--- src/hhf_pkg.sv ---
// Shared types, sizes and helpers for the height-map hole filler.
// Used by every module of the block; it depends on nothing else.
`default_nettype none

package hhf_pkg;

    // Image store geometry.
    localparam int MAX_COLS    = 32;
    localparam int MAX_ROWS    = 32;
    localparam int STORE_DEPTH = MAX_COLS * MAX_ROWS;
    localparam int ADDR_W      = $clog2(STORE_DEPTH);
    localparam int CNT_W       = $clog2(STORE_DEPTH + 1);
    localparam int X_W         = (MAX_COLS > 1) ? $clog2(MAX_COLS) : 1;
    localparam int Y_W         = (MAX_ROWS > 1) ? $clog2(MAX_ROWS) : 1;

    // Field and register widths.
    localparam int PIX_W      = 8;
    localparam int SIZE_W     = 6;
    localparam int PASS_W     = 4;
    localparam int NEED_W     = 4;
    localparam int CFG_IDX_W  = 2;
    localparam int CFG_DATA_W = 6;

    // Coordinate compares run at a width that holds any coordinate plus one.
    localparam int XY_MAX_W = (X_W > Y_W) ? X_W : Y_W;
    localparam int CRD_W    = ((XY_MAX_W > SIZE_W) ? XY_MAX_W : SIZE_W) + 1;

    // Neighbor accumulation: up to eight known neighbors of at most 254 each.
    localparam int NCNT_W = 4;
    localparam int SUM_W  = 11;

    // Command queue between front and back.
    localparam int QUEUE_DEPTH = 4;

    localparam logic [PIX_W-1:0] UNKNOWN_PIXEL = 8'hFF;

    // Item kinds carried in tuser.
    localparam logic KIND_LOAD = 1'b0;
    localparam logic KIND_READ = 1'b1;

    // Configuration register indexes.
    localparam logic [CFG_IDX_W-1:0] CFG_COLS      = 2'd0;
    localparam logic [CFG_IDX_W-1:0] CFG_ROWS      = 2'd1;
    localparam logic [CFG_IDX_W-1:0] CFG_PASSES    = 2'd2;
    localparam logic [CFG_IDX_W-1:0] CFG_MIN_KNOWN = 2'd3;

    // Register reset values.
    localparam logic [SIZE_W-1:0] COLS_RESET      = 6'd20;
    localparam logic [SIZE_W-1:0] ROWS_RESET      = 6'd20;
    localparam logic [PASS_W-1:0] PASSES_RESET    = 4'd3;
    localparam logic [NEED_W-1:0] MIN_KNOWN_RESET = 4'd4;

    typedef struct packed {
        logic [SIZE_W-1:0] cols;
        logic [SIZE_W-1:0] rows;
        logic [PASS_W-1:0] passes;
        logic [NEED_W-1:0] min_known;
    } cfg_t;

    // One classified item as handed from the front to the back.
    typedef struct packed {
        logic              is_read;
        logic              wr_en;
        logic              start_fill;
        logic              final_px;
        logic [ADDR_W-1:0] addr;
        logic [PIX_W-1:0]  data;
    } cmd_t;

    // Image sizes of zero act as one; sizes above the store saturate.
    function automatic logic [SIZE_W-1:0] clamp_size(input logic [SIZE_W-1:0] v,
                                                     input int top);
        logic [SIZE_W-1:0] r;
        if (v == '0)
            r = SIZE_W'(1);
        else if (int'(v) > top)
            r = SIZE_W'(top);
        else
            r = v;
        return r;
    endfunction

endpackage

`default_nettype wire

--- src/hhf_div.sv ---
// Restoring divider for the neighbor mean: one quotient bit per cycle.
// Depends on hhf_pkg for the sum, count and pixel widths.
`default_nettype none

module hhf_div
(
    input  wire logic                           clk,
    input  wire logic                           rst_n,
    input  wire logic                           start,
    input  wire logic [hhf_pkg::SUM_W-1:0]      dividend,
    input  wire logic [hhf_pkg::NCNT_W-1:0]     divisor,
    output logic                                done,
    output logic [hhf_pkg::PIX_W-1:0]           quotient
);

    localparam int STEP_W = $clog2(hhf_pkg::SUM_W);

    logic                           busy_reg, busy_next;
    logic                           done_reg, done_next;
    logic [STEP_W-1:0]              step_reg, step_next;
    logic [hhf_pkg::NCNT_W-1:0]     rem_reg, rem_next;
    logic [hhf_pkg::SUM_W-1:0]      quo_reg, quo_next;
    logic [hhf_pkg::NCNT_W-1:0]     dvs_reg, dvs_next;
    logic [hhf_pkg::NCNT_W:0]       trial;
    logic [hhf_pkg::NCNT_W:0]       diff;
    logic                           ge;

    assign done     = done_reg;
    assign quotient = quo_reg[hhf_pkg::PIX_W-1:0];

    // One shift-and-subtract step.
    assign trial = {rem_reg, quo_reg[hhf_pkg::SUM_W-1]};
    assign ge    = trial >= {1'b0, dvs_reg};
    assign diff  = trial - {1'b0, dvs_reg};

    always_comb
    begin
        busy_next = busy_reg;
        done_next = 1'b0;
        step_next = step_reg;
        rem_next  = rem_reg;
        quo_next  = quo_reg;
        dvs_next  = dvs_reg;
        if (start && !busy_reg)
        begin
            busy_next = 1'b1;
            step_next = '0;
            rem_next  = '0;
            quo_next  = dividend;
            dvs_next  = divisor;
        end
        else if (busy_reg)
        begin
            rem_next  = ge ? diff[hhf_pkg::NCNT_W-1:0] : trial[hhf_pkg::NCNT_W-1:0];
            quo_next  = {quo_reg[hhf_pkg::SUM_W-2:0], ge};
            step_next = step_reg + STEP_W'(1);
            if (step_reg == STEP_W'(hhf_pkg::SUM_W - 1))
            begin
                busy_next = 1'b0;
                done_next = 1'b1;
            end
        end
    end

    always_ff @(posedge clk or negedge rst_n)
    begin
        if (!rst_n)
        begin
            busy_reg <= 1'b0;
            done_reg <= 1'b0;
            step_reg <= '0;
        end
        else
        begin
            busy_reg <= busy_next;
            done_reg <= done_next;
            step_reg <= step_next;
        end
    end

    always_ff @(posedge clk)
    begin
        rem_reg <= rem_next;
        quo_reg <= quo_next;
        dvs_reg <= dvs_next;
    end

endmodule

`default_nettype wire

--- config.mk ---
export PLATFORM = sky130hd
export DESIGN_NAME = hhf_div
export DESIGN_NICKNAME = d
export VERILOG_FILES = /design/src/hhf_pkg.sv /design/src/hhf_div.sv
export SDC_FILE = /design/constraint.sdc
export NUM_CORES = 1
export LEC_CHECK = 0
export BUFFER_PORTS_ARGS = -buffer_cell sky130_fd_sc_hd__buf_2
export CORE_UTILIZATION = 56
export CTS_BUF_LIST = sky130_fd_sc_hd__clkbuf_8
export CTS_CLUSTER_DIAMETER = 60
export DETAILED_ROUTE_END_ITERATION = 12
export GPL_TIMING_DRIVEN = 0
export HOLD_SLACK_MARGIN = 0.02
export PLACE_DENSITY = 0.83
export SLEW_MARGIN = 0
export SYNTH_ARGS = -nofsm -noshare
export SYNTH_HDL_FRONTEND = slang
export SYNTH_SLANG_ARGS = --single-unit
--- constraint.sdc ---
create_clock -name clk -period 2.4 [get_ports clk]
set_input_delay 0 -clock clk [delete_from_list [all_inputs] [get_ports clk]]
set_output_delay 0 -clock clk [all_outputs]
set_load 0.01 [all_outputs]
# After elaboration in Yosys (flattened, before gate mapping)
# Cells that the tools add are included.
# Widths: inputs -> output; s select.
# classes
n_mux	11
addsub	2
n_lt_le_gt_ge	1
n_reduce_logical	3
n_eq_ne	1
# op_table
operator	count
$mux 11	2
$mux 4	3
$mux 1	6
$ge 5x4->1	1
$add 4x1->4 const B	1
$eq 4x4->1 const B	1
$sub 4x4->4	1
$reduce_bool 2->1	1
$logic_and 1x1->1	1
$logic_not 1->1	1
# totals
input_bits	18
wordCells	24
out_inout_bits	9
regBits	25

# Longest topological paths before layout
# depth
ltp_word	4
depth_mapped	6
ltp_nobuf	6

# Worst setup path after synthesis
# Ideal clock, no wire load.
# synth_path
path_type	reg-to-reg
startpoint	register quo_reg[10] (netlist name)
endpoint	register quo_reg[0] (netlist name) (data pin)
synth_period_minus_slack_ps	1700
setup_time_ps	260
t_arrival_ps	1440
n_path_buf	0
path_slack_ps	700
t_required_ps	2140
path_stages_with_launch	7
cell_sequence	edfxtp_1 inv_1 ha_1 nand2b_1 a2111oi_4 or2_4 mux2i_1
# synth_between
elab_chain_len	3
# synth_lines
item	line_no	source
start, declared	hhf_div.sv:22	logic [hhf_pkg::SUM_W-1:0] quo_reg, quo_next;
start signal, assigned	hhf_div.sv:84	quo_reg <= quo_next;
$ge 5x4->1	hhf_div.sv:33	assign ge = trial >= {1'b0, dvs_reg};
$mux 11	hhf_div.sv:52	else if (busy_reg)
$mux 11	hhf_div.sv:44	if (start && !busy_reg)
via quo_next (one bit)	hhf_div.sv:22	
# The timed path passes the listed nets, and every way through them passes these cells. The select of a mux whose other input is x is not followed.
# A chain may end at the register's enable or synchronous reset.

# Worst setup path after layout
# Ends and elaborated chain as after synthesis.

==> metrics <==
setup bufs post-CTS=0; share of the synthesized area in the top cell type=between 30% and 40%; HP Class=in -> reg; TritonCTS buffer count=3; Critical path origin=quo_reg[10]$_DFFE_PP_; Pwr Total=2.01 mW; Min Clock Period, post-route=1850 ps; CP required=2410 ps; clock skew=about 5 ps; vias in the first global route=897; DR iter-0 viols=22; vias post-DR=between 800 and 900; max FFs per register=11; MaxCap Viol Count=0; CTS tree=done; Synth Flop Type=edfxtp_1; mean post-synth cell area=12.5 um2; Post-Place Cells=between 150 and 200; top cells by count, synth=edfxtp_1, inv_1, mux2_2; CTS HTree Levels=1; Layout area overhead=21.0%; clk slew on worst S/H paths=roughly 80 ps; first-pass GRT wire length=between 3000 and 4000 um; Vias/cell=between 5 and 6; number of synthesized flops with an enable pin=15; Worst Max-Slew Pin Slew=510 ps; Synthesis Warnings=0; count leader, synth=edfxtp_1; largest cells by area after synthesis=edfxtp_1, dfrtp_1, mux2_2, dfxtp_1, ha_1; DIE HEIGHT=approximately 50 um; ratio of final minimum period to clock period=around 77%; starting density of the core=between 60% and 70%; sequential element share of the synthesized area=between 50% and 60%; largest area contributor in the synthesized netlist=edfxtp_1; asr flop ratio synth=between 20% and 30%; Clk Latency, worst-skew pair=about 260 ps; distinct cell type count after synthesis=32; Area after DPL=1450 um2; dpl hpwl=approximately 1800 um; global placement routability congestion=roughly 0.85; Clk pwr share=11.6%; CP endpoint kind=flip-flop; Worst setup SP type=flip-flop; syn nets=between 100 and 150; CTS sink cnt=25; Rows=16; total grt overflow=0; Worst EP arrival=1860 ps; highest clock rate=roughly 0.54 GHz; # DRC=0; core area=around 2100 um2; io pins=27; First-pass DRT Iterations=4; Switching Fraction=34.9%; drt wl/cell=roughly 14 um; run status=finished clean; PD cells=about 1300 nW/um2; Final Cell Area=around 1600 um2; Net Switching=roughly 0.70 mW; initial antenna violation count=0; Cells after Synth=103; Post-Syn Area=roughly 1300 um2; Crit Path Class=reg -> reg; final hold vios=0; Routed WL=between 2000 and 2500 um; IO buf count=26; layout cell share with drive strength beyond 1=approximately 40%; nets=165; Comb pwr share=between 40% and 50%; Slew headroom=about 66%; pin count of the biggest net entering global routing=15; Pleak=about 0.67 nW; Ant. Diodes=0; r2r setup slk=roughly 550 ps; Die W=approximately 50 um; RSZ-0062 raised after global routing=no; worst r2r dst=quo_reg[0]$_DFFE_PP_; sequential share of power=40.6%; Hold Path Depth=2; Worst setup endpoint=quo_reg[0]$_DFFE_PP_; Max Slew Vio Count=0; total track usage=between 20% and 30%; P_int=1.31 mW; Peak supply drop=a little over 0.8 mV; Synth Register Bits=25; DIE AREA=approximately 2500 um2; root buf cell=clkbuf_8; Cell Count, Final, Fillers Out=~170; Hold WS=35.7 ps; reg2reg start=quo_reg[10]$_DFFE_PP_; setup total negative slack=0 ps; Finish-stage setup viols=0; worst-case reg-to-reg path depth=6; CP Max Fanout=4; CTS max path bufs=2; post-route antenna net violation count=0
[logic make-up (layout without fill, tap and decap cells)]
| logic type | Yosys count | count (layout) | share of synthesized area (%) |
|---|---|---|---|
| compound gates | 16 | 16 | 10.7 |
| xor+xnor | 3 | 3 | 2.05 |
| fa+ha+maj | 7 | 7 | 7.40 |
| buf+inv | 20 | 56 | 8.57 |
| flops | 25 | 25 | 53.0 |
| mux | 11 | 11 | 9.54 |
| simple gates | 21 | 21 | 8.76 |
[timing repair]
action                     in CTS  in global routing
hold buffers                    6                  0
gates resized for setup         0                  0
hold endpoints to repair       11                  0
setup endpoints to repair       0                  0
[metal layers]
metal	share of wire [%]	GRT usage (%)	wire length [um]
met5	0	0	0
met4	1.5	10.0	36
met3	3.2	3.70	76
met2	53	37.8	1260
met1	42	25.5	1010
[how the worst min path moves through the flow]
stage | from | endpoint | slack, ps
floorplan | rst_n | busy_reg$_DFF_PN0_ | -300
global placement | rst_n | step_reg[2]$_DFFE_PN0P_ | -180
detailed placement | rst_n | step_reg[0]$_DFFE_PN0P_ | -170
CTS | dividend[3] | quo_reg[3]$_DFFE_PP_ | 30
global route | dividend[10] | quo_reg[10]$_DFFE_PP_ | 30
finish | dividend[3] | quo_reg[3]$_DFFE_PP_ | 40
[stage by stage]
stage,util [%],setup slack [ps]
global placement,70.3,599
CTS,75.4,531
detailed placement,70.3,543
finish,75.4,553
floorplan,-,700
global route,75.4,448
[power groups by stage]
stage | logic [mW] | registers [mW] | clock network (mW)
2_1_floorplan | 0.729 | 0.789 | 0
3_3_place_gp | 0.900 | 0.809 | 0
3_5_place_dp | 0.947 | 0.821 | 0
4_1_cts | 0.962 | 0.815 | 0.244
5_1_grt | 1.06 | 0.839 | 0.258
6_report | 0.963 | 0.817 | 0.235
[cells in the final DEF, fill, tap and decap left out, drive strengths merged]
cell type    count
nor4b            1
dlygate4sd3      6
inv             10
ha               6
buf             36
or2              3
a221o            1
or3              1
a211oi           1
a2111oi          1
xnor2            1
edfxtp          15
clkinv           1
mux2i            1
nand2b           1
o21ai            5
dfrtp            6
nor2b            2
o32ai            1
a21oi            1
and4b            1
o311ai           3
nor2             4
clkbuf           3
fa               1
xor2             2
nand3            2
mux2            10
nand2            6
dfxtp            4
a41oi            1
o211ai           2
[critical path, stage by stage, from the launching register on]
cell,delay [ps]
edfxtp_1,360
inv_1,90
ha_1,260
nand2b_1,190
a2111oi_4,410
or2_4,210
mux2i_1,60
[final cells by class]
| cell class | count | area [um2] |
|---|---|---|
| Fill cell | 130 | 507 |
| Timing Repair Buffer | 32 | 190 |
| Clock buffer | 3 | 41.3 |
| Clock inverter | 1 | 5.00 |
| Buffer | 10 | 72.6 |
| Tap cell | 27 | 33.8 |
| Sequential cell | 25 | 681 |
| Inverter | 10 | 37.5 |
| Multi-Input combinational cell | 58 | 494 |
(Power assumes the default switching activity.)
