==> src/hhf_pkg.sv <==
// Shared types, sizes and helpers for the height-map hole filler.
// Used by every module of the block; it depends on nothing else.
`default_nettype none

package hhf_pkg;

    // Image store geometry.
    localparam int MAX_COLS    = 32;
    localparam int MAX_ROWS    = 32;
    localparam int STORE_DEPTH = MAX_COLS * MAX_ROWS;
    localparam int ADDR_W      = $clog2(STORE_DEPTH);
    localparam int CNT_W       = $clog2(STORE_DEPTH + 1);
    localparam int X_W         = (MAX_COLS > 1) ? $clog2(MAX_COLS) : 1;
    localparam int Y_W         = (MAX_ROWS > 1) ? $clog2(MAX_ROWS) : 1;

    // Field and register widths.
    localparam int PIX_W      = 8;
    localparam int SIZE_W     = 6;
    localparam int PASS_W     = 4;
    localparam int NEED_W     = 4;
    localparam int CFG_IDX_W  = 2;
    localparam int CFG_DATA_W = 6;

    // Coordinate compares run at a width that holds any coordinate plus one.
    localparam int XY_MAX_W = (X_W > Y_W) ? X_W : Y_W;
    localparam int CRD_W    = ((XY_MAX_W > SIZE_W) ? XY_MAX_W : SIZE_W) + 1;

    // Neighbor accumulation: up to eight known neighbors of at most 254 each.
    localparam int NCNT_W = 4;
    localparam int SUM_W  = 11;

    // Command queue between front and back.
    localparam int QUEUE_DEPTH = 4;

    localparam logic [PIX_W-1:0] UNKNOWN_PIXEL = 8'hFF;

    // Item kinds carried in tuser.
    localparam logic KIND_LOAD = 1'b0;
    localparam logic KIND_READ = 1'b1;

    // Configuration register indexes.
    localparam logic [CFG_IDX_W-1:0] CFG_COLS      = 2'd0;
    localparam logic [CFG_IDX_W-1:0] CFG_ROWS      = 2'd1;
    localparam logic [CFG_IDX_W-1:0] CFG_PASSES    = 2'd2;
    localparam logic [CFG_IDX_W-1:0] CFG_MIN_KNOWN = 2'd3;

    // Register reset values.
    localparam logic [SIZE_W-1:0] COLS_RESET      = 6'd20;
    localparam logic [SIZE_W-1:0] ROWS_RESET      = 6'd20;
    localparam logic [PASS_W-1:0] PASSES_RESET    = 4'd3;
    localparam logic [NEED_W-1:0] MIN_KNOWN_RESET = 4'd4;

    typedef struct packed {
        logic [SIZE_W-1:0] cols;
        logic [SIZE_W-1:0] rows;
        logic [PASS_W-1:0] passes;
        logic [NEED_W-1:0] min_known;
    } cfg_t;

    // One classified item as handed from the front to the back.
    typedef struct packed {
        logic              is_read;
        logic              wr_en;
        logic              start_fill;
        logic              final_px;
        logic [ADDR_W-1:0] addr;
        logic [PIX_W-1:0]  data;
    } cmd_t;

    // Image sizes of zero act as one; sizes above the store saturate.
    function automatic logic [SIZE_W-1:0] clamp_size(input logic [SIZE_W-1:0] v,
                                                     input int top);
        logic [SIZE_W-1:0] r;
        if (v == '0)
            r = SIZE_W'(1);
        else if (int'(v) > top)
            r = SIZE_W'(top);
        else
            r = v;
        return r;
    endfunction

endpackage

`default_nettype wire

==> src/hhf_queue.sv <==
// Short command queue that decouples the item front from the store back.
// Depends on hhf_pkg for the command type and depth.
`default_nettype none

module hhf_queue
(
    input  wire logic         clk,
    input  wire logic         rst_n,
    input  wire logic         push,
    input  wire hhf_pkg::cmd_t push_cmd,
    output logic              full,
    input  wire logic         pop,
    output logic              head_valid,
    output hhf_pkg::cmd_t     head_cmd
);

    localparam int PTR_W = $clog2(hhf_pkg::QUEUE_DEPTH);
    localparam int CNT_W = $clog2(hhf_pkg::QUEUE_DEPTH + 1);

    hhf_pkg::cmd_t    slot_reg [hhf_pkg::QUEUE_DEPTH];
    logic [PTR_W-1:0] wptr_reg, wptr_next;
    logic [PTR_W-1:0] rptr_reg, rptr_next;
    logic [CNT_W-1:0] count_reg, count_next;
    logic             do_push;
    logic             do_pop;

    // Status toward both sides.
    assign full       = (count_reg == CNT_W'(hhf_pkg::QUEUE_DEPTH));
    assign head_valid = (count_reg != '0);
    assign head_cmd   = slot_reg[rptr_reg];
    assign do_push    = push && !full;
    assign do_pop     = pop && head_valid;

    // Pointer and fill count update.
    always_comb
    begin
        wptr_next  = do_push ? wptr_reg + PTR_W'(1) : wptr_reg;
        rptr_next  = do_pop ? rptr_reg + PTR_W'(1) : rptr_reg;
        count_next = count_reg + CNT_W'(do_push) - CNT_W'(do_pop);
    end

    always_ff @(posedge clk or negedge rst_n)
    begin
        if (!rst_n)
        begin
            wptr_reg  <= '0;
            rptr_reg  <= '0;
            count_reg <= '0;
        end
        else
        begin
            wptr_reg  <= wptr_next;
            rptr_reg  <= rptr_next;
            count_reg <= count_next;
        end
    end

    // Queue storage.
    always_ff @(posedge clk)
    begin
        if (do_push)
            slot_reg[wptr_reg] <= push_cmd;
    end

endmodule

`default_nettype wire

==> config.mk <==
export PLATFORM = sky130hd
export DESIGN_NAME = hhf_queue
export DESIGN_NICKNAME = d
export VERILOG_FILES = /design/src/hhf_pkg.sv /design/src/hhf_queue.sv
export SDC_FILE = /design/constraint.sdc
export NUM_CORES = 1
export LEC_CHECK = 0
export BUFFER_PORTS_ARGS = -buffer_cell sky130_fd_sc_hd__buf_4
export CAP_MARGIN = 15
export CORE_ASPECT_RATIO = 1.75
export CORE_UTILIZATION = 56
export DETAILED_ROUTE_END_ITERATION = 6
export GPL_TIMING_DRIVEN = 0
export PLACE_DENSITY = 0.79
export SYNTH_ARGS = -nofsm -noshare
export SYNTH_HDL_FRONTEND = slang
export SYNTH_SLANG_ARGS = --single-unit
==> constraint.sdc <==
create_clock -name clk -period 3.8 [get_ports clk]
set_clock_uncertainty 0.1 [all_clocks]
set_input_delay 0.95 -clock clk [delete_from_list [all_inputs] [get_ports clk]]
set_output_delay 0.95 -clock clk [all_outputs]
set_load 0.01 [all_outputs]
==> Word-level counts from Yosys, hierarchy flattened <==
Memory sizes are Yosys's and may differ from the RTL's.
Index checks and enable logic that the tools add are counted.
{ "totals": {"reg_bits": 7, "mem_bits_rw": 88, "in_bits": 26, "output_inout_bits": 24, "elab_cells": 15, "n_memories": 1} }
{ "mem_list": {"columns": ["memory", "words", "word_bits", "rd", "rd_ports_with_merged_regs", "write_ports", "line_no", "source"], "rows": [
  ["slot_reg", 4, 22, 1, 0, 1, "hhf_queue.sv:20", "hhf_pkg::cmd_t slot_reg [hhf_pkg::QUEUE_DEPTH];"]
]} }
{ "classes": {"addsub": 4, "eq_ne": 1, "muxes": 2, "n_reduce_logical": 4} }
{ "op_table": {"columns": ["op", "count"], "rows": [
  ["adder 2 x 1 -> 2 bit (second input constant)", 2],
  ["adder 3 x 1 -> 3 bit", 1],
  ["== test 3 bit (second input constant)", 1],
  ["nonzero test 3 bit", 1],
  ["subtractor 3 x 1 -> 3 bit", 1],
  ["logical AND 1 bit", 2],
  ["2-to-1 mux 1 bit", 2],
  ["zero test 1 bit", 1]
]} }

==> Longest topological paths before layout <==
{ "logic_depth": {"ltp_word": 5, "ltp_mapped": 9, "depth_no_buf": 9} }

==> Worst setup path before layout <==
OpenSTA, ideal clock, no wires.
{ "synth_path": {"kind": "input port to flip-flop", "startpoint": "input pop", "endpoint": "register count_reg[2]", "setup_time_ns": 0.128, "arrival_time_ns": 2.156, "required_time_ns": 3.572, "slack_ns": 1.416, "cell_stages": 8, "n_path_buf": 0, "cell_sequence": "o31a_1 > ha_1 > inv_1 > ha_1 > inv_1 > fa_1 > xnor2_1 > xnor2_1"} }
{ "synth_via": {"elab_chain_len": 2} }
{ "synth_rtl": {"columns": ["element", "line_no", "source"], "rows": [
  ["from (decl)", "hhf_queue.sv:12", "input wire logic pop,"],
  ["logical AND 1 bit", "hhf_queue.sv:32", "assign do_pop = pop && head_valid;"],
  ["subtractor 3 x 1 -> 3 bit", "hhf_queue.sv:39", "count_next = count_reg + CNT_W'(do_push) - CNT_W'(do_pop);"],
  ["net count_next[2]", "hhf_queue.sv:23", "logic [CNT_W-1:0] count_reg, count_next;"],
  ["to (signal assigned)", "hhf_queue.sv:54", "count_reg <= count_next;"],
  ["to (decl)", "hhf_queue.sv:23", null]
]} }
The timed path passes the listed nets, and every way through them passes these cells.
A chain may end at the register's enable or synchronous reset.

==> out/qor.csv <==
stage,metric,value,unit
run_status,status,completed,
cts,H-tree depth,3,
grt,initial antenna violation count,0,
grt,largest net degree at the start of global routing,23,
sta,RSZ-0062 raised after global routing,false,
floorplan,I/O pin total,50,
synthesis,post-synth top area cell,edfxtp_1,
place,I/O Buffers,49,
worst_setup_path,Critical Path Source Type,register,
synthesis,Synth Instances,156,
sta,fin. max-slew vios,0,
pwr,peak supply drop,0.000486,V
worst_setup_path,CP endpoint kind,output pin,
place,Place WS,1.19,ns
synthesis,Netlist Area Pre-Place,3670,sq um
worst_setup_path,reg2reg setup slack,1.40,ns
synthesis,Synth async-reset ratio,7.37,%
sta,worst slew pin tran,1.17,ns
synthesis,post-synth top area share,72.1,%
grt,aggregate global routing overflow,0,
floorplan,CORE AREA,6280,sq um
cts,Post-CTS Setup Inserts,0,
sta,Final setup viols,0,
place,Placed Cells,285,
detailed_routing,Starting DRT DRC Count,68,
place,hpwl dp,4080,um
run,max_cap viols,0,
detailed_routing,routed vias,1734,
place,GPL Wtd Cong,0.707,
pwr,Internal Power,2.29,mW
detailed_routing,WL met2,3530,um
synthesis,Synth area leaders,"edfxtp_1, mux4_2, dfrtp_1",
pwr,PwrDens,747,nW/um^2
worst_setup_path,Arrival @ worst endpoint,1.69,ns
cts,Worst-path clk slew,0.08,ns
pwr,Clk pwr share,18.9,%
detailed_routing,DRC violations left,0,
cts,Clock Sinks,95,
cts,total CTS buffers,9,
worst_setup_path,Crit Path Max Fanout,10,
layout,FILL cells,421,
cts,CTS tree,built,
sta,Final WS setup,1.06,ns
detailed_routing,Post-Route WL,6110,um
synthesis,Post-synth top cells,"edfxtp_1, mux4_2, dfrtp_1",
sta,Setup TNS,0,ns
synthesis,post-synthesis sequential area ratio,76.9,%
pwr,Gate power share,34.6,%
synthesis,top-count cell post-synth,edfxtp_1,
floorplan,die height,109,um
pwr,Seq pwr share,46.5,%
floorplan,Die X,63.2,um
worst_setup_path,Worst R2R End,count_reg[2],
worst_setup_path,crit path kind,reg -> out,
grt,Total GRT Usage,19.3,%
detailed_routing,DR WL/cell,20.3,um
floorplan,die footprint,6890,sq um
grt,first-pass GRT wire length,9130,um
grt,vias in the first global route,1825,
pwr,switching pwr,0.931,mW
worst_setup_path,worst-case reg-to-reg path depth,9,
sta,count of final hold-check violations,0,
pwr,Sw Ratio,28.9,%
layout,share of cells above drive strength 1,38.9,%
detailed_routing,Routed met3 length,313,um
sta,min Tclk post-route,2.74,ns
detailed_routing,Final ANT Viol Nets,0,
floorplan,num rows,38,
sta,f_max,365,MHz
layout,max reg flops,88,
layout,utilization after layout,68.7,%
layout,Reg area,2820,sq um
synthesis,Post-synth EDFFs,88,
synthesis,Avg Inst Size Synth,23.5,sq um
cts,worst-skew pair later-pin latency,0.36,ns
layout,fin cells,301,
detailed_routing,highest metal used,met4,
synthesis,Cell variety after synth,22,
cts,Max clock buf depth,2,
layout,final net count,249,
pwr,static leakage,1.55,nW
worst_setup_path,Worst EP required,2.75,ns
sta,max_slew headroom,22.0,%
cts,Root Driver,clkbuf_8,
layout,number of antenna diodes,0,
detailed_routing,drt pass-1 iters,4,
cts,PostCTS Resize Cnt,0,
layout,area grow syn2layout,17.6,%
sta,final worst-path cycle share,72.0,%
synthesis,"Top FF cell, synth",edfxtp_1,
detailed_routing,vias per inst,5.76,
synthesis,Seq cells post-synth,95,
synthesis,yosys warns,0,
cts,# hold bufs at CTS,0,
layout,Multi-input gate area,764,sq um
worst_setup_path,Worst R2R Start,count_reg[1],
synthesis,"Net Count, Synth",189,
floorplan,Initial Utilization,58.4,%
min_path,Worst Hold Class,in -> async,
detailed_routing,Metal-1 WL,2200,um
metal layers:
layer | vias up | global-route usage, %
met5 | - | 0
met4 | 0 | 9.14
met3 | 6 | 5.13
met2 | 55 | 34.7
met1 | 908 | 20.8
li1 | 765 | -
final cells by class:
cell class	instances	area share, %
buffer	5	1.42
tap	80	2.32
clock buffer	10	2.96
clock inverter	6	1.19
timing repair buffer	49	8.53
sequential	95	65.3
multi-input combinational	50	17.7
inverter	6	0.522
worst max-delay path by stage:
| stage | from | to | slack [ns] | cells after the start |
|---|---|---|---|---|
| after global placement | pop | count_reg[2] | 1.26 | 9 |
| after global routing | rptr_reg[0] | head_cmd[17] | 1.0 | 4 |
| final | rptr_reg[0] | head_cmd[17] | 1.06 | 4 |
| after CTS | rptr_reg[0] | head_cmd[17] | 1.03 | 4 |
| after detailed placement | pop | count_reg[2] | 1.19 | 9 |
| after floorplan | pop | count_reg[2] | 1.42 | 8 |
worst max-delay path, cell delays in order, from the launching register on:
cell,delay (ns)
dfrtp_1,0.35
buf_6,0.14
buf_12,0.15
mux4_2,0.53
buf_4,0.16
cells by family after synthesis:
kind of cell    synth area share, %
compound gates                0.887
xor+xnor                      0.956
fa+ha+maj                      2.59
buf+inv                        2.29
flops                          76.9
mux                            13.9
simple gates                   2.49
metrics by stage:
step | hold WS, ns | instance area, sq um | power [mW]
4_1_cts | 0.279 | 4310 | 3.26
6_report | 0.286 | 4310 | 3.22
2_1_floorplan | 0.443 | 3670 | 2.20
3_3_place_gp | 0.467 | 4130 | 2.60
3_5_place_dp | 0.503 | 4130 | 2.66
5_1_grt | 0.277 | 4310 | 3.37
power by group through the flow:
stage	registers [mW]	clock network, mW	logic [mW]
2_1_floorplan	1.48	0	0.726
3_3_place_gp	1.49	0	1.10
3_5_place_dp	1.52	0	1.13
4_1_cts	1.50	0.618	1.14
5_1_grt	1.52	0.653	1.20
6_report	1.50	0.610	1.11
cells in the final DEF, fill, tap and decap left out:
| master | synthesis | routed |
|---|---|---|
| o311ai_0 | 1 | 1 |
| o31a_1 | 1 | 1 |
| xnor2_1 | 3 | 3 |
| clkinv_2 | 0 | 2 |
| ha_1 | 6 | 6 |
| buf_4 | 0 | 49 |
| nand2_1 | 2 | 2 |
| clkbuf_8 | 0 | 9 |
| buf_2 | 2 | 2 |
| mux4_2 | 18 | 18 |
| nand4bb_1 | 2 | 2 |
| mux4_1 | 4 | 4 |
| or3_1 | 1 | 1 |
| buf_6 | 1 | 1 |
| bufinv_16 | 0 | 1 |
| nand2b_1 | 3 | 3 |
| and3_1 | 4 | 4 |
| inv_1 | 5 | 5 |
| buf_12 | 2 | 2 |
| edfxtp_1 | 88 | 88 |
| xor2_1 | 1 | 1 |
| or3b_4 | 1 | 1 |
| o211ai_1 | 2 | 2 |
| dfrtp_1 | 7 | 7 |
| clkbuf_1 | 0 | 1 |
| fa_1 | 1 | 1 |
| clkinv_1 | 0 | 3 |
| inv_2 | 1 | 1 |
Note: power is estimated with default switching activity, not from simulation.
