**config.mk**
```make
export PLATFORM = sky130hd
export DESIGN_NAME = hhf_front
export DESIGN_NICKNAME = d
export VERILOG_FILES = /design/src/hhf_pkg.sv /design/src/hhf_front.sv
export SDC_FILE = /design/constraint.sdc
export NUM_CORES = 1
export LEC_CHECK = 0
export BUFFER_PORTS_ARGS = -buffer_cell sky130_fd_sc_hd__buf_4
export CAP_MARGIN = 15
export CORE_MARGIN = 4
export CORE_UTILIZATION = 57
export CTS_CLUSTER_SIZE = 14
export DETAILED_ROUTE_END_ITERATION = 10
export MAX_ROUTING_LAYER = met4
export PLACE_DENSITY = 0.84
export SLEW_MARGIN = 25
export SYNTH_ARGS = -nofsm -noshare
export SYNTH_HDL_FRONTEND = slang
export SYNTH_SLANG_ARGS = --single-unit
```
**constraint.sdc**
```tcl
create_clock -name clk -period 8.4 [get_ports clk]
set_input_delay 1.68 -clock clk [delete_from_list [all_inputs] [get_ports clk]]
set_output_delay 1.68 -clock clk [all_outputs]
set_load 0.01 [all_outputs]
```
**src/hhf_pkg.sv**
```systemverilog
// Shared types, sizes and helpers for the height-map hole filler.
// Used by every module of the block; it depends on nothing else.
`default_nettype none

package hhf_pkg;

    // Image store geometry.
    localparam int MAX_COLS    = 32;
    localparam int MAX_ROWS    = 32;
    localparam int STORE_DEPTH = MAX_COLS * MAX_ROWS;
    localparam int ADDR_W      = $clog2(STORE_DEPTH);
    localparam int CNT_W       = $clog2(STORE_DEPTH + 1);
    localparam int X_W         = (MAX_COLS > 1) ? $clog2(MAX_COLS) : 1;
    localparam int Y_W         = (MAX_ROWS > 1) ? $clog2(MAX_ROWS) : 1;

    // Field and register widths.
    localparam int PIX_W      = 8;
    localparam int SIZE_W     = 6;
    localparam int PASS_W     = 4;
    localparam int NEED_W     = 4;
    localparam int CFG_IDX_W  = 2;
    localparam int CFG_DATA_W = 6;

    // Coordinate compares run at a width that holds any coordinate plus one.
    localparam int XY_MAX_W = (X_W > Y_W) ? X_W : Y_W;
    localparam int CRD_W    = ((XY_MAX_W > SIZE_W) ? XY_MAX_W : SIZE_W) + 1;

    // Neighbor accumulation: up to eight known neighbors of at most 254 each.
    localparam int NCNT_W = 4;
    localparam int SUM_W  = 11;

    // Command queue between front and back.
    localparam int QUEUE_DEPTH = 4;

    localparam logic [PIX_W-1:0] UNKNOWN_PIXEL = 8'hFF;

    // Item kinds carried in tuser.
    localparam logic KIND_LOAD = 1'b0;
    localparam logic KIND_READ = 1'b1;

    // Configuration register indexes.
    localparam logic [CFG_IDX_W-1:0] CFG_COLS      = 2'd0;
    localparam logic [CFG_IDX_W-1:0] CFG_ROWS      = 2'd1;
    localparam logic [CFG_IDX_W-1:0] CFG_PASSES    = 2'd2;
    localparam logic [CFG_IDX_W-1:0] CFG_MIN_KNOWN = 2'd3;

    // Register reset values.
    localparam logic [SIZE_W-1:0] COLS_RESET      = 6'd20;
    localparam logic [SIZE_W-1:0] ROWS_RESET      = 6'd20;
    localparam logic [PASS_W-1:0] PASSES_RESET    = 4'd3;
    localparam logic [NEED_W-1:0] MIN_KNOWN_RESET = 4'd4;

    typedef struct packed {
        logic [SIZE_W-1:0] cols;
        logic [SIZE_W-1:0] rows;
        logic [PASS_W-1:0] passes;
        logic [NEED_W-1:0] min_known;
    } cfg_t;

    // One classified item as handed from the front to the back.
    typedef struct packed {
        logic              is_read;
        logic              wr_en;
        logic              start_fill;
        logic              final_px;
        logic [ADDR_W-1:0] addr;
        logic [PIX_W-1:0]  data;
    } cmd_t;

    // Image sizes of zero act as one; sizes above the store saturate.
    function automatic logic [SIZE_W-1:0] clamp_size(input logic [SIZE_W-1:0] v,
                                                     input int top);
        logic [SIZE_W-1:0] r;
        if (v == '0)
            r = SIZE_W'(1);
        else if (int'(v) > top)
            r = SIZE_W'(top);
        else
            r = v;
        return r;
    endfunction

endpackage

`default_nettype wire

```
**src/hhf_front.sv**
```systemverilog
// Front part: takes input transactions and configuration writes, keeps the
// load and read pointers, and turns each item into a store command.
// Depends on hhf_pkg.
`default_nettype none

module hhf_front
(
    input  wire logic                             clk,
    input  wire logic                             rst_n,
    input  wire logic                             s_tvalid,
    output logic                                  s_tready,
    input  wire logic [hhf_pkg::PIX_W-1:0]        s_tdata,
    input  wire logic                             s_tlast,
    input  wire logic                             s_tuser,
    input  wire logic                             cfg_valid,
    output logic                                  cfg_ready,
    input  wire logic [hhf_pkg::CFG_IDX_W-1:0]    cfg_index,
    input  wire logic [hhf_pkg::CFG_DATA_W-1:0]   cfg_data,
    input  wire logic                             q_full,
    output logic                                  q_push,
    output hhf_pkg::cmd_t                         q_cmd,
    output hhf_pkg::cfg_t                         cfg
);

    hhf_pkg::cfg_t                      cfg_reg, cfg_next;
    logic [hhf_pkg::CNT_W-1:0]          load_ptr_reg, load_ptr_next;
    logic [hhf_pkg::ADDR_W-1:0]         read_ptr_reg, read_ptr_next;
    logic                               filled_reg, filled_next;
    logic [hhf_pkg::SIZE_W-1:0]         cols_c;
    logic [hhf_pkg::SIZE_W-1:0]         rows_c;
    logic [2*hhf_pkg::SIZE_W-1:0]       prod;
    logic [hhf_pkg::CNT_W-1:0]          total;
    logic                               accept;

    assign s_tready  = !q_full;
    assign cfg_ready = 1'b1;
    assign accept    = s_tvalid && s_tready;
    assign cfg       = cfg_reg;

    // Image size in pixels from the clamped sizes.
    assign cols_c = hhf_pkg::clamp_size(cfg_reg.cols, hhf_pkg::MAX_COLS);
    assign rows_c = hhf_pkg::clamp_size(cfg_reg.rows, hhf_pkg::MAX_ROWS);
    assign prod   = {{hhf_pkg::SIZE_W{1'b0}}, cols_c} * {{hhf_pkg::SIZE_W{1'b0}}, rows_c};
    assign total  = hhf_pkg::CNT_W'(prod);

    // Configuration register writes, masked to each register's width.
    always_comb
    begin
        cfg_next = cfg_reg;
        if (cfg_valid && cfg_ready)
        begin
            case (cfg_index)
                hhf_pkg::CFG_COLS:      cfg_next.cols      = cfg_data[hhf_pkg::SIZE_W-1:0];
                hhf_pkg::CFG_ROWS:      cfg_next.rows      = cfg_data[hhf_pkg::SIZE_W-1:0];
                hhf_pkg::CFG_PASSES:    cfg_next.passes    = cfg_data[hhf_pkg::PASS_W-1:0];
                hhf_pkg::CFG_MIN_KNOWN: cfg_next.min_known = cfg_data[hhf_pkg::NEED_W-1:0];
                default:                cfg_next           = cfg_reg;
            endcase
        end
    end

    // Item classification and pointer bookkeeping.
    always_comb
    begin
        load_ptr_next = load_ptr_reg;
        read_ptr_next = read_ptr_reg;
        filled_next   = filled_reg;
        q_push        = 1'b0;
        q_cmd         = '0;
        q_cmd.data    = s_tdata;
        if (accept)
        begin
            if (s_tuser == hhf_pkg::KIND_LOAD)
            begin
                // A load drops any image that was ready for readout.
                filled_next   = 1'b0;
                read_ptr_next = '0;
                if (load_ptr_reg < total)
                begin
                    q_cmd.wr_en   = 1'b1;
                    q_cmd.addr    = load_ptr_reg[hhf_pkg::ADDR_W-1:0];
                    load_ptr_next = load_ptr_reg + hhf_pkg::CNT_W'(1);
                end
                if (s_tlast)
                begin
                    q_cmd.start_fill = 1'b1;
                    load_ptr_next    = '0;
                    filled_next      = 1'b1;
                end
                q_push = q_cmd.wr_en || q_cmd.start_fill;
            end
            else if (filled_reg)
            begin
                q_push         = 1'b1;
                q_cmd.is_read  = 1'b1;
                q_cmd.addr     = read_ptr_reg;
                q_cmd.final_px = (hhf_pkg::CNT_W'(read_ptr_reg) + hhf_pkg::CNT_W'(1)) >= total;
                if (q_cmd.final_px)
                begin
                    read_ptr_next = '0;
                    filled_next   = 1'b0;
                end
                else
                begin
                    read_ptr_next = read_ptr_reg + hhf_pkg::ADDR_W'(1);
                end
            end
        end
    end

    always_ff @(posedge clk or negedge rst_n)
    begin
        if (!rst_n)
        begin
            cfg_reg.cols      <= hhf_pkg::COLS_RESET;
            cfg_reg.rows      <= hhf_pkg::ROWS_RESET;
            cfg_reg.passes    <= hhf_pkg::PASSES_RESET;
            cfg_reg.min_known <= hhf_pkg::MIN_KNOWN_RESET;
            load_ptr_reg      <= '0;
            read_ptr_reg      <= '0;
            filled_reg        <= 1'b0;
        end
        else
        begin
            cfg_reg      <= cfg_next;
            load_ptr_reg <= load_ptr_next;
            read_ptr_reg <= read_ptr_next;
            filled_reg   <= filled_next;
        end
    end

endmodule

`default_nettype wire

```
* Word level (Yosys, flattened, before mapping) *
Index checks and enable logic that the tools add are counted.

word-level totals
  bits in registers = 42
  latch bits = 0
  memory bits (writable) = 0
  memory bits (read-only) = 0
  input bits = 23
  output and inout bits = 45
  word-level logic and storage cells = 61
  memories = 0

operators by class
  add/sub/neg operators = 3
  multiply operators = 1
  divide/modulo/power cells = 0
  $lt $le $gt $ge = 4
  eq/ne operators = 4
  shift-type cells = 0
  muxes and demuxes = 28
  bitwise operators = 1
  reduce and logical (&&, ||, !) cells = 13

operator list
  cell                     number
  $mux W10                 5
  $mux W11                 3
  $mux W6                  4
  $mux W1                  14
  $mux W14                 1
  $gt A6 B6 Y1 const B     2
  $logic_not A6 Y1         2
  $add A10 B1 Y11 const B  1
  $add A11 B1 Y11 const B  1
  $ge A11 B11 Y1           1
  $lt A11 B11 Y1           1
  $mul A6 B6 Y11           1
  $add A10 B1 Y10 const B  1
  $reduce_and A2 Y1        5
  $eq A2 B2 Y1 const B     2
  $reduce_and A3 Y1        1
  $eq A2 B1 Y1 const B     1
  $logic_not A2 Y1         1
  $mux W2                  1
  $ne A2 B1 Y1 const B     1
  $reduce_bool A2 Y1       1
  $logic_and A1 B1 Y1      1
  $logic_not A1 Y1         1
  $logic_or A1 B1 Y1       1
  $not A1 Y1               1

* Depth between registers and ports, before layout *
Gate-level depths: netlist of run 1.

  word-level depth = 11
  gate-level depth with buffers = 27
  gate-level depth less buffers = 25

* Least setup slack after synthesis of run 1 *
No wires, ideal clock.

  path type = register to output
  from = register cfg_reg (netlist bit cfg[16])
  to = output q_cmd[12] (netlist bit)
  data arrival time = 5.345 ns
  data required time = 6.720 ns
  setup slack = 1.375 ns
  cell stages (with the launch flop) = 24
  cells stage by stage = dfstp_2 -> nor4_1 -> o21ai_0 -> inv_1 -> nand2_1 -> fa_1 -> fa_1 -> fa_1 -> inv_1 -> ha_1 -> nand3_1 -> o211ai_1 -> nor2_1 -> xor2_1 -> ha_1 -> nand4_1 -> nor2_1 -> o311ai_1 -> a311oi_1 -> o21ai_0 -> a21oi_1 -> inv_1 -> buf_2 -> a22o_1

RTL lines
  item                    RTL line          text
  from (decl)             hhf_front.sv:25   hhf_pkg::cfg_t cfg_reg, cfg_next;
  from (signal assigned)  hhf_front.sv:125  cfg_reg <= cfg_next;
  to (decl)               hhf_front.sv:21   output hhf_pkg::cmd_t q_cmd,

==> flow_metrics.tcl, run 1 <==
set metrics [dict create \
    grt_util_all_layers_pct 23.1 \
    routabilityCongestion 0.921 \
    grt_first_pass_wirelength_um 15200 \
    synth_mux_area_share_pct 5.87 \
    finalCritPeriodShare_pct 95.5 \
    r2r_end "load_ptr_reg[1]$_DFFE_PN0P_" \
    combPwrFrac_pct 50.0 \
    initial_core_util_pct 59.5 \
    worst_slew_pin_slew_ps 998 \
    cts_buffer_depth 2 \
    drive_gt1_share_pct 21.7 \
    internal_power_uw 523 \
    synth_common_cells "inv_1, ha_1, dfrtp_1, nand2_1, nor2_1" \
    drc 0 \
    postPlaceCellArea_um2 4170 \
    die_x_um 89.9 \
    worstReg2RegStart "cfg[10]$_DFFE_PN1P_" \
    cts.htree.levels 2 \
    drt_iter0_markers 172 \
    fin_crit_ps 8020 \
    antenna_found_initial 0 \
    numCtsBuffers 5 \
    peakVddDrop_mv 0.130 \
    ys_top_cells_by_area "dfrtp_1, ha_1, fa_1" \
    cp-startpoint "cfg[10]$_DFFE_PN1P_" \
    ys_ff_latch 42 \
    p_leak_uw 0.00208 \
    dpl.hpwl_um 7060 \
    cts.reportedPaths.clkPinSlew_ps 90 \
    crit_type "flip-flop to output pin" \
    rows 29 \
    async_reset_ff_share_pct 100 \
    boundaryPins 68 \
    antenna_left 0 \
    final_area_um2 4320 \
    synth-main-ff-cell "dfrtp_1" \
    io_buffer_count 50 \
    antenna_cells 0 \
    powerDensity_nw_per_um2 206 \
    synth_top_family_by_area "adder cells" \
    power_frac_seq_pct 31.4 \
    critPathMaxFanout 14 \
    max-slew-margin-rel_pct 33.3 \
    whs_endpoint "read_ptr_reg[7]$_DFFE_PN0P_" \
    min_from "read_ptr_reg[7]$_DFFE_PN0P_" \
    wl_um 8960 \
    clock-sinks 42 \
    timing.hold.ws_ps 511 \
    synth_edf_count 0 \
    status "finished clean" \
    grt.overflow.total 0 \
    fin_worst_skew_ps 4.68 \
    largest_reg_flops 20 \
    totalPowerFinal_uw 892 \
    clockRootBuffer "clkbuf_8" \
    synth_compound_area_share_pct 13.9 \
    slew_viol_final 0 \
    grt_max_degree 43 \
    p_sw_uw 369 \
    hold_path_class "flip-flop to flip-flop" \
    cts_tree "yes" \
    hold-path-cell-count 1 \
    yosysMostFrequentCell "inv_1" \
    fp.dieH_um 89.9 \
    fin_nets 532 \
    vias 3196 \
    grt_pass1_vias 3331 \
    arrival_ps 6340 \
    cp_data_required_time_ps 6720 \
    synth_xor_area_share_pct 3.90 \
    cp-end-kind "output pin" \
    yosys.area.top_type "dfrtp_1" \
    synth_area_per_cell_um2 9.22 \
    timing.setup.tns_ps 0 \
    worstSkewPairLatency_ps 300 \
    reg2reg_slack_ps 2400 \
    syn_inst 414 \
    synthAdderAreaFrac_pct 21.1 \
    syn2layout_area_growth_pct 13.2 \
    fillers 511 \
    core_um2 6420 \
    rr_worst_depth 24 \
    worstSetupStartpointType "flip-flop" \
    drv_cap 0 \
    first_pass_iters 4 \
    routedWlPerCell_um 16.8 \
    synth.top_cell.area_share_pct 22.9 \
    clock_power_share_pct 18.6 \
    rsz0062_at_grt "no" \
    syn-num-nets 491 \
    yosys.area_share.simple_pct 19.9 \
    die_area_um2 8070 \
    p_sw_share_pct 41.3 \
    seq_area_frac_synth_pct 27.8 \
    fmax_mhz 125 \
    finalHoldViolations 0 \
    post_synth_num_cell_types 61 \
    vias_per_cell 6.00 \
    yosys_warnings 0 \
    setup_viol 0 \
    netlist_area_um2 3820 \
]
cell families (layout without fill, tap and decap cells):
logic type,count (synthesis),count (layout)
AND/OR/NAND/NOR,141,141
AO/OA/AOI/OAI,76,76
buffers and inverters,62,104
adder cells (fa/ha/maj),55,55
flip-flops,42,42
multiplexers,20,20
XOR/XNOR,17,17
other,1,1
through the flow:
stage               instances  setup WS (ps)  utilization (%)
floorplan                 414           1380                -
global placement          522            856             65.0
detailed placement        522            546             65.0
CTS                       530            187             66.7
global route              533           22.1             67.3
finish                    533            379             67.3
repair_timing:
item | in CTS | in global routing
endpoints found under the hold margin | 0 | 0
hold buffers | 0 | 0
resized for setup | 0 | 5
setup buffers | 0 | 3
endpoints found under the setup margin | 0 | 11
worst max-delay path: stages (launching register included):
cell	delay, ps
dfstp_2	600
nor4_1	70
o21bai_1	470
nor2_1	120
fa_1	500
inv_1	50
fa_1	460
fa_1	540
inv_1	40
ha_1	330
nand3_1	100
o211ai_1	230
nor2_1	90
xor2_1	180
ha_1	340
nand4_1	120
nor2_1	180
o311ai_1	160
a311oi_2	330
o21ai_0	140
a21oi_1	160
buf_4	180
inv_1	200
a22o_1	300
buf_4	140
layout by cell type (no fill, tap or decap), drive strengths merged, types with 3 or more instances in the layout:
| master | count |
|---|---|
| a21oi | 15 |
| nand4 | 4 |
| ha | 38 |
| nor4 | 3 |
| a21o | 5 |
| xor2 | 9 |
| dfstp | 7 |
| inv | 41 |
| nand3 | 18 |
| dfrtp | 35 |
| a22o | 8 |
| nand2 | 29 |
| a31oi | 3 |
| buf | 55 |
| fa | 16 |
| and3 | 5 |
| clkbuf | 5 |
| mux2 | 19 |
| nand2b | 7 |
| nor2b | 4 |
| or3 | 8 |
| a32o | 8 |
| o211ai | 5 |
| xnor2 | 8 |
| nor3 | 3 |
| or3b | 3 |
| nor3b | 8 |
| o21ai | 17 |
| nor2 | 29 |
| nand3b | 3 |
| and2 | 6 |
worst max-delay path by stage:
stage | to | depth (start not counted)
2_1_floorplan | q_cmd[12] | 23
3_3_place_gp | q_cmd[11] | 24
3_5_place_dp | q_cmd[17] | 24
4_1_cts | q_cmd[17] | 24
5_1_grt | q_cmd[17] | 24
6_report | q_cmd[17] | 24
routing by layer:
layer  share of wire, %  global-route usage, %  routed length (µm)  vias up
li1                   -                      -                   -     1547
met1                 44                   28.8                3910     1553
met2                 50                   39.3                4520       90
met3                5.4                   3.76                 483        6
met4               0.52                   6.12                  47        0
met5                  0                      -                   0        -
cell type report:
cell class,count,area [µm²],share of cell area (%)
inverter,41,158,3.65
sequential,42,1060,24.6
timing repair buffer,55,413,9.55
clock inverter,3,43.8,1.01
multi-input combinational,310,2480,57.4
tap,77,96.3,2.23
clock buffer,5,68.8,1.59
power by group through the flow:
stage               registers, µW  logic, µW  clock network, µW
floorplan                     274        317                  0
global placement              281        417                  0
detailed placement            282        438                  0
CTS                           279        442                169
global route                  286        508                179
finish                        280        446                166
(Power assumes the default switching activity.)
==> inputs of run 2 (changes only) <==
BUFFER_PORTS_ARGS = -buffer_cell sky130_fd_sc_hd__buf_2   (was -buffer_cell sky130_fd_sc_hd__buf_4)
RECOVER_POWER = 50   (was default)
==> run 2 against run 1 <==
  * The run now ends with capacitance limit, slew limit left
  * Cell area decreased by 4.1%
  * Count of clock-buffer cells in the layout is 2 higher
  * Via count up 0.75%
  * Clock power fell by 11%
  * Global-route usage down 0.27 points
  * First-iteration DRC count up 24%
  * Non-clock buffer count shrank 3
  * Critical path depth stayed put
  * Critical path type unchanged
==> flow_metrics.tcl, run 2 (synthesized netlist as in run 1, its figures left out) <==
set metrics [dict create \
    combPwrFrac_pct 49.8 \
    power_frac_seq_pct 32.9 \
    fmax_mhz 127 \
    status "finished, violations left" \
    routedWlPerCell_um 16.7 \
    core_um2 6420 \
    post-route-util_pct 64.5 \
    timing.setup.tns_ps 0 \
    max_stage_delay_ps 600 \
    path_cells "nor4_1 -> o21bai_1 -> nor2_1 -> fa_1 -> inv_1 -> fa_1 -> fa_1 -> inv_1 -> ha_1 -> nand3_1 -> o211ai_1 -> nor2_1 -> xor2_1 -> ha_1 -> nand4_1 -> nor2_1 -> o311ai_1 -> a311oi_2 -> o21ai_0 -> a21oi_1 -> buf_4 -> inv_1 -> a22o_1 -> buf_2" \
    largest_reg_flops 20 \
    grt.overflow.total 0 \
    drc 0 \
    hold_path_class "flip-flop to flip-flop" \
    first_pass_iters 4 \
    setup_viol 0 \
    fillers 519 \
    powerDensity_nw_per_um2 205 \
    vias 3220 \
    fin_worst_skew_ps 10.1 \
    worstSetupStartpointType "flip-flop" \
    rsz0062_at_grt "no" \
    cts_tree "yes" \
    drv_cap 1 \
    critPathMaxFanout 14 \
    io_buffer_count 50 \
    worst_slew_pin_slew_ps 2200 \
    fin_nets 529 \
    cp-end-kind "output pin" \
    drive_gt1_share_pct 18.3 \
    grt_util_all_layers_pct 22.8 \
    numCtsBuffers 5 \
    rr_worst_depth 24 \
    max-slew-margin-rel_pct -46.7 \
    wl_um 8870 \
    vias_per_cell 6.08 \
    totalPowerFinal_uw 850 \
    drt_iter0_markers 213 \
    slew_viol_final 43 \
    critPathBufInv 5 \
    fp.dieH_um 89.9 \
    clock_power_share_pct 17.3 \
    antenna_cells 0 \
    mostFrequentLayoutCells "inv_1, buf_2, ha_1" \
    grt_first_pass_wirelength_um 15000 \
    cts_buffer_depth 2 \
    die_x_um 89.9 \
    rows 29 \
    p_sw_share_pct 43.1 \
    initial_core_util_pct 59.5 \
    hold-path-cell-count 1 \
    p_sw_uw 366 \
    cts_hold_buf 0 \
    finalCritPeriodShare_pct 93.9 \
    slowest_stage "dfstp_2" \
    internal_power_uw 483 \
    worstSkewPairLatency_ps 310 \
    violations "capacitance limit, slew limit" \
    cp_top_family "adder cells" \
    routabilityCongestion 0.928 \
    antenna_found_initial 0 \
    cts.reportedPaths.clkPinSlew_ps 90 \
    p_leak_uw 0.00200 \
    cp_data_required_time_ps 6720 \
    dpl.hpwl_um 6960 \
    finalHoldViolations 0 \
    grt_max_degree 43 \
    crit_cells 24 \
    syn2layout_area_growth_pct 8.52 \
    boundaryPins 68 \
    crit_type "flip-flop to output pin" \
    cts_resized 0 \
    fin_crit_ps 7890 \
    post-cts-setup-buffer-count 0 \
    clock-sinks 42 \
    clockRootBuffer "clkbuf_8" \
    arrival_ps 6210 \
    grt_pass1_vias 3244 \
    antenna_left 0 \
    layout_commonest_cell "inv_1" \
    peakVddDrop_mv 0.131 \
    cts.htree.levels 2 \
    die_area_um2 8070 \
]
run 2: power groups by stage:
| stage | clock network [µW] | registers, µW | logic, µW |
|---|---|---|---|
| after CTS | 147 | 277 | 423 |
| final | 147 | 280 | 423 |
| after global routing | 156 | 284 | 485 |
| after floorplan | 0 | 274 | 317 |
| after global placement | 0 | 279 | 403 |
| after detailed placement | 0 | 281 | 419 |
run 2: worst paths after layout:
kind	start	endpoint	slack, ps
worst max register to register	cfg[10]$_DFFE_PN1P_	load_ptr_reg[0]$_DFFE_PN0P_	2540
worst max-delay path	cfg[10]$_DFFE_PN1P_	q_cmd[12]	510
worst min register to register	cfg[1]$_DFFE_PN0P_	cfg[1]$_DFFE_PN0P_	510
max in group asynchronous	rst_n	cfg[0]$_DFFE_PN0P_	5130
min in group asynchronous	rst_n	load_ptr_reg[9]$_DFFE_PN0P_	2000
worst min-delay path	cfg[1]$_DFFE_PN0P_	cfg[1]$_DFFE_PN0P_	510
run 2: through the flow:
stage | hold slack (ps) | instances | area [µm²] | setup slack (ps)
after floorplan | 466 | 414 | 3820 | 1380
after global placement | 475 | 522 | 4050 | 875
after detailed placement | 494 | 522 | 4050 | 607
after CTS | 515 | 530 | 4140 | 268
after global routing | 548 | 530 | 4140 | 58.4
final | 515 | 530 | 4140 | 513
run 2: layout make-up:
class / count / area [µm²] / share of cell area, %
multi-input combinational: 310 / 2480 / 59.9
sequential: 42 / 1060 / 25.6
timing repair buffer: 52 / 251 / 6.07
inverter: 41 / 158 / 3.80
tap: 77 / 96.3 / 2.32
clock buffer: 7 / 86.3 / 2.08
clock inverter: 1 / 8.76 / 0.211
run 2: layer usage:
layer	vias up	track usage [%]	wire (µm)
met5	-	-	0
met4	0	8.04	131
met3	13	4.26	493
met2	99	37.8	4430
met1	1566	28.1	3820
li1	1542	-	-
run 2: worst reg2reg max path, delay by kind of cell, from the launching register on:
kind	cells	cell delay, ps
AOI/OAI and AO/OA	7	1500
xor gates and xnor gates	1	170
adders and majority gates	5	2190
buffers and inverters	4	460
DFF	1	600
and+or+nand+nor	7	810
